## src/rtl/aabb_frustum_cull_defines.svh

```systemverilog
// Assertion macros shared by the frustum cull RTL.
// No dependencies; included by the files that carry concurrent checks.
`ifndef AABB_FRUSTUM_CULL_DEFINES_SVH
`define AABB_FRUSTUM_CULL_DEFINES_SVH

// Same-cycle implication, disabled while reset is asserted.
`define AFC_ASSERT_NOW(label, clk, rst_n, ante, cons, msg) \
	label: assert property (@(posedge clk) disable iff (!rst_n) (ante) |-> (cons)) \
		else $error(msg);

// Next-cycle implication, disabled while reset is asserted.
`define AFC_ASSERT_NEXT(label, clk, rst_n, ante, cons, msg) \
	label: assert property (@(posedge clk) disable iff (!rst_n) (ante) |=> (cons)) \
		else $error(msg);

`endif

```

## src/rtl/afc_pkg.sv

```systemverilog
// Shared types and constants of the frustum cull block.
// No dependencies; imported by every module of the block.
package afc_pkg;

	localparam int DEF_COORD_BITS = 24;
	localparam int ENTRY_W        = 32;
	localparam int PLANE_W        = ENTRY_W + 1;
	localparam int NUM_PLANES     = 6;
	localparam int NUM_REGS       = 8;
	localparam int CFG_IDX_BITS   = 4;
	localparam int CFG_DATA_W     = 64;
	localparam int REG_SEL_BITS   = $clog2(NUM_REGS);

	// Register indexes
	localparam logic [REG_SEL_BITS-1:0] REG_COL0_ROWS01 = 3'd0;
	localparam logic [REG_SEL_BITS-1:0] REG_COL0_ROWS23 = 3'd1;
	localparam logic [REG_SEL_BITS-1:0] REG_COL1_ROWS01 = 3'd2;
	localparam logic [REG_SEL_BITS-1:0] REG_COL1_ROWS23 = 3'd3;
	localparam logic [REG_SEL_BITS-1:0] REG_COL2_ROWS01 = 3'd4;
	localparam logic [REG_SEL_BITS-1:0] REG_COL2_ROWS23 = 3'd5;
	localparam logic [REG_SEL_BITS-1:0] REG_COL3_ROWS01 = 3'd6;
	localparam logic [REG_SEL_BITS-1:0] REG_COL3_ROWS23 = 3'd7;

	// Identity matrix at reset: 1.0 in Q16.16 on the diagonal
	localparam logic [CFG_DATA_W-1:0] ONE_LOW_HALF  = 64'h0000_0000_0001_0000;
	localparam logic [CFG_DATA_W-1:0] ONE_HIGH_HALF = 64'h0001_0000_0000_0000;

	typedef logic signed [PLANE_W-1:0] comp_t;
	// Plane components: [0..2] normal, [3] offset
	typedef comp_t [3:0] plane_t;

	typedef struct packed {
		logic en2;
		logic en3;
		logic en4;
	} pipe_ctrl_t;

endpackage

```

## src/rtl/afc_cfg.sv

```systemverilog
// Matrix registers and plane extraction of the frustum cull block.
// Depends on afc_pkg; feeds registered planes to the plane testers.
module afc_cfg import afc_pkg::*; (
	input  logic                    clk,
	input  logic                    arst_n,
	input  logic                    cfg_valid,
	input  logic [CFG_IDX_BITS-1:0] cfg_index,
	input  logic [CFG_DATA_W-1:0]   cfg_data,
	output plane_t                  planes_q [NUM_PLANES]
);

	logic [CFG_DATA_W-1:0] regs_q [NUM_REGS];
	plane_t                planes_d [NUM_PLANES];

	always_ff @(posedge clk or negedge arst_n) begin
		if (!arst_n) begin
			regs_q[REG_COL0_ROWS01] <= ONE_LOW_HALF;
			regs_q[REG_COL0_ROWS23] <= '0;
			regs_q[REG_COL1_ROWS01] <= ONE_HIGH_HALF;
			regs_q[REG_COL1_ROWS23] <= '0;
			regs_q[REG_COL2_ROWS01] <= '0;
			regs_q[REG_COL2_ROWS23] <= ONE_LOW_HALF;
			regs_q[REG_COL3_ROWS01] <= '0;
			regs_q[REG_COL3_ROWS23] <= ONE_HIGH_HALF;
		end else if (cfg_valid && (cfg_index < CFG_IDX_BITS'(NUM_REGS))) begin
			regs_q[cfg_index[REG_SEL_BITS-1:0]] <= cfg_data;
		end
	end

	// Plane i, component a: m[a][3] +/- m[a][i/2], minus for odd i
	always_comb begin
		logic signed [ENTRY_W-1:0] w;
		logic signed [ENTRY_W-1:0] e;
		for (int i = 0; i < NUM_PLANES; i++) begin
			for (int a = 0; a < 4; a++) begin
				w = $signed(regs_q[2*a + 1][CFG_DATA_W-1 -: ENTRY_W]);
				e = $signed(regs_q[2*a + (i/2)/2][((i/2)%2)*ENTRY_W +: ENTRY_W]);
				if ((i % 2) != 0) begin
					planes_d[i][a] = PLANE_W'(w) - PLANE_W'(e);
				end else begin
					planes_d[i][a] = PLANE_W'(w) + PLANE_W'(e);
				end
			end
		end
	end

	// User must change planes only when idle, unchecked; a register splits adders from multiplies
	always_ff @(posedge clk) begin
		planes_q <= planes_d;
	end

endmodule

```

## config.mk

```make
export PLATFORM = sky130hd
export DESIGN_NAME = afc_cfg
export DESIGN_NICKNAME = d
export VERILOG_FILES = /design/src/rtl/aabb_frustum_cull_defines.svh /design/src/rtl/afc_pkg.sv /design/src/rtl/afc_cfg.sv
export SDC_FILE = /design/constraint.sdc
export NUM_CORES = 2
export LEC_CHECK = 0
export BUFFER_PORTS_ARGS = -buffer_cell sky130_fd_sc_hd__buf_2
export CAP_MARGIN = 10
export CORE_MARGIN = 2
export CORE_UTILIZATION = 45
export CTS_BUF_LIST = sky130_fd_sc_hd__clkbuf_4
export CTS_CLUSTER_DIAMETER = 40
export CTS_CLUSTER_SIZE = 30
export DETAILED_ROUTE_END_ITERATION = 8
export GPL_ROUTABILITY_DRIVEN = 0
export GPL_TIMING_DRIVEN = 1
export SYNTH_ARGS = -nofsm -noshare
export SYNTH_HDL_FRONTEND = slang
export SYNTH_SLANG_ARGS = --single-unit
```

## constraint.sdc

```tcl
create_clock -name clk -period 8.4 [get_ports clk]
set_clock_uncertainty 0.15 [all_clocks]
set_input_delay 1.68 -clock clk [delete_from_list [all_inputs] [get_ports clk]]
set_output_delay 1.68 -clock clk [all_outputs]
set_load 0.005 [all_outputs]
```

* Word-level counts from Yosys, hierarchy flattened
Cells that the tools add are included.
** Word-level totals
- Bits in registers :: 1304
- Bits in latches :: 0
- Bits in writable memories :: 0
- Memory bits (read-only) :: 0
- Input bits :: 71
- Output and inout bits :: 792
- Word-level logic and storage cells :: 65
- Memories :: 0
** Operators by class
- Add/subtract/negate cells :: 24
- Multipliers :: 0
- Div/mod/pow operators :: 0
- Magnitude comparators :: 3
- Equal/unequal tests :: 0
- Shift-type cells :: 0
- Mux-type cells :: 3
- Bitwise logic cells :: 1
- Reduce and logical (&&, ||, !) cells :: 2
** Operator list (count)
- 512-bit bitwise mux :: 1
- 32-bit by 32-bit adder with 33-bit output :: 12
- 32-bit by 32-bit subtractor with 33-bit output :: 12
- 64-bit demux with 3-bit select :: 1
- 64-bit two-way mux :: 1
- 4-bit >= comparator, second input constant :: 1
- 4-bit by 1-bit less-than comparator with 1-bit output, second input constant :: 1
- 4-bit less-than comparator, second input constant :: 1
- 3-bit inverter with 4-bit output :: 1
- 1-bit logical AND :: 2

* Depth between registers and ports, before layout
- Depth after elaboration :: 6
- Depth in mapped cells :: 13
- Depth with buffers taken out :: 13

* Worst setup path before layout
OpenSTA, ideal clock, no wires.
- Kind :: in2reg
- Start point :: in cfg_index[3]
- End point :: reg regs_q[127] in the netlist's numbering
- Data arrival time :: 3.136 ns
- Data required time :: 8.117 ns
- Setup slack :: 4.981 ns
- Stages on the path :: 5
- Buffers on the path :: 2
- Cells stage by stage :: nand3b_1 > nor3b_1 > clkbuf_1 > clkbuf_1 > o21ai_0
** Between the ends
- Cells in the longest elaborated chain, start to end :: 2
** RTL lines
- from (decl) :: RTL line afc_cfg.sv:7 : input logic [CFG_IDX_BITS-1:0] cfg_index,
- 4-bit less-than comparator :: RTL line afc_cfg.sv:25 : end else if (cfg_valid && (cfg_index < CFG_IDX_BITS'(NUM_REGS))) begin
- 1-bit logical AND :: RTL line afc_cfg.sv:25
- to (signal, indexed assignment) :: RTL line afc_cfg.sv:26 : regs_q[cfg_index[REG_SEL_BITS-1:0]] <= cfg_data;
- to (decl) :: RTL line afc_cfg.sv:12 : logic [CFG_DATA_W-1:0] regs_q [NUM_REGS];
No other way between the ends.
A chain may end at the register's enable or synchronous reset.

==> metrics.txt <==
status finished clean; routed vias 61100; startpoint types register; Die W 408 µm; CP Data Arrival Time 5800 ps; Max Fanout on Critical Path 10; 1st-pass router iterations 8; CTS buffer count 211; Main synth FF type dfxtp_1; Cells after Synth 7991; worst-margin pin slew 1280 ps; final setup fails 0; GRT Util Overall 28.4%; fin nets 9582; critical path class register to register; Die Height 408 µm; largest net degree at the start of global routing 133; TritonCTS clock tree done; crit path cell chain inv_1 > fa_1 > nor2b_1 > o21ai_0 > a21oi_1 > o211ai_1 > a2111oi_0 > nor2_1 > o21a_1 > o21ai_0 > o311ai_0 > a41o_1; WL per Instance 22.0 µm; Avg Cell Area, Syn 9.20 µm²; Resized cells post-CTS 0; CP max stage cell a2111oi_0; Reg2Reg Launch Point regs_q[161]$_DFFE_PN0P_; Area growth, synth to finish 13.0%; synthesized flop and latch total 1292; Std-Cell Rows 148; global-route wire length before repair 360000 µm; Fmax achieved 210 MHz; Post-DP HPWL 195000 µm; clock-pin slew on the worst setup and hold paths 140 ps; Port-buffer cells 862; GRT overflow 0; DRT iter0 DRCs 4218; unrepaired setup endpoints after global routing false; vias per inst 5.50; MaxCap Viol Count 0; CTS Buffer Depth 3; vias in the first global route 60100; static leakage 38.7 nW; Placeable Area 163000 µm²; number of synthesized flops with an enable pin 0; Final Cycle Share 56.6%; Hold-fix buffers, CTS 0; HP Class input pin to asynchronous set/reset pin; routed wire length 244000 µm; Pwr Density 400 nW/µm²; Tot Pwr 33.2 mW; die area 167000 µm²; Post-synth ARST share 39.6%; layout cells sized above 1 19.4%; Seq/Total Area, Yosys 38.7%; minimum clock period 4760 ps; Skew-Pair Late Insertion Delay 1330 ps; # IOs 863; post-route ant nets 0; drt drc 0; VDD IR max 0.226 mV; Slew Viols, Final 0; Mapped Nets 8854; crit path capture type register; Final Hold Fails 0; Yosys cell types 93; Synth Cell Area 73600 µm²; WP data required 9450 ps; CTS root buf clkbuf_4; crit path launch regs_q[161]$_DFFE_PN0P_; Slew HR 14.8%; initial antenna violation count 20; Starting Density 45.2%; setup tns final 0 ps; Yosys warnings 0; Critical Path Most Common Cell o21ai_0; CTS HTree Levels 4; clock sink count 1292; post-CTS setup buffer count 0; CP max stage delay 680 ps
-- final cells by class --
type                            count  area, µm²
Antenna cell                       26       65.1
Clock buffer                      222       1670
Clock inverter                    180       2020
Fill cell                       15200      79500
Inverter                          771       2890
Multi-Input combinational cell   5557      40800
Sequential cell                  1292      28400
Tap cell                         2175       2720
Timing Repair Buffer              886       4540
-- worst max-delay path: cells and delay by family (launching register included) --
kind                     cells  cell delay, ps
adder cells (fa/ha/maj)      1             490
AND/OR/NAND/NOR              2             410
buffers and inverters        1             270
flip-flops                   1             670
AO/OA/AOI/OAI                8            2670
-- placed cells by master (no fill, tap or decap), drive strengths merged, types with 222 or more instances in the layout --
cell,instances
buf,886
clkbuf,222
xnor2,545
o21ai,447
mux2,352
dfxtp,780
ha,768
dfrtp,508
a21oi,663
nand2,393
nor2,653
inv,847
-- where the power goes --
group / total (mW) / internal (mW) / leakage, nW / switching [mW]
Sequential: 10.6 / 8.89 / 12.8 / 1.72
Clock: 5.16 / 2.18 / 2.01 / 2.98
Combinational: 17.4 / 6.98 / 23.9 / 10.5
-- through the flow --
stage	area (µm²)	hold slack (ps)	std cells	setup slack, ps	util (%)
3_5_place_dp	79400	373	10700	3580	48.8
6_report	83100	253	11100	3640	51.1
3_3_place_gp	79400	353	10700	3650	48.8
5_1_grt	83100	176	11100	3430	51.1
2_1_floorplan	73600	341	7991	4980	-
4_1_cts	83100	136	11100	3760	51.1
-- logic make-up after synthesis --
family                   synth area share, %
adder cells (fa/ha/maj)                 13.7
XOR/XNOR                                7.87
flip-flops                              38.7
buffers and inverters                   5.94
AO/OA/AOI/OAI                           17.1
multiplexers                            5.52
AND/OR/NAND/NOR                         11.2
-- flip-flops by register name (all words and copies together) (netlist names) --
| name | flops |
|---|---|
| regs_q | 512 |
| planes_q | 780 |
-- path summary, 6_finish.rpt --
kind | to | slack [ps] | depth (start not counted)
worst max-delay path | planes_q[98]$_DFF_P_ | 3640 | 12
worst min-delay path | regs_q[23]$_DFFE_PN0P_ | 250 | 1
worst max register to register | planes_q[98]$_DFF_P_ | 3640 | 12
worst min register to register | regs_q[144]$_DFFE_PN1P_ | 380 | 2
max in group asynchronous | regs_q[474]$_DFFE_PN0P_ | 5880 | 3
min in group clk | regs_q[144]$_DFFE_PN1P_ | 380 | 2
-- synthesized netlist by cell type, types with 19 or more instances --
master	number	share of area, %
dfrtp_1	508	17
ha_1	768	13
a21boi_0	21	0.21
clkbuf_1	323	1.6
o41ai_1	19	0.23
nand2b_1	94	0.80
fa_1	24	0.65
o21bai_1	142	1.4
a31oi_1	60	0.51
nor2b_1	96	0.82
o211ai_1	50	0.51
nor4_1	48	0.41
mux2_2	352	5.4
buf_2	19	0.13
and3_1	37	0.31
a211oi_1	50	0.51
o21a_1	67	0.68
a21o_1	129	1.3
nand2_1	393	2.0
or3_1	35	0.30
o21ai_0	430	2.9
and2_1	20	0.17
nor3_1	161	1.1
xnor2_1	545	6.5
or2_2	27	0.23
a21oi_1	661	4.5
xor2_1	116	1.4
a211o_1	19	0.23
a311oi_1	21	0.25
or4_1	25	0.26
inv_1	767	3.9
nand4_1	42	0.36
nor3b_1	19	0.19
nand3_1	91	0.62
dfxtp_1	780	21
o31ai_1	62	0.63
nor2_1	653	3.3
-- routing by layer --
metal / share of wire [%] / track usage [%] / vias to the layer above
li1: - / - / 28900
met1: 40 / 34.5 / 29200
met2: 47 / 47.9 / 2429
met3: 8.6 / 6.83 / 521
met4: 4.3 / 11.7 / 2
met5: 0.0045 / 0 / -
(Power assumes the default switching activity.)
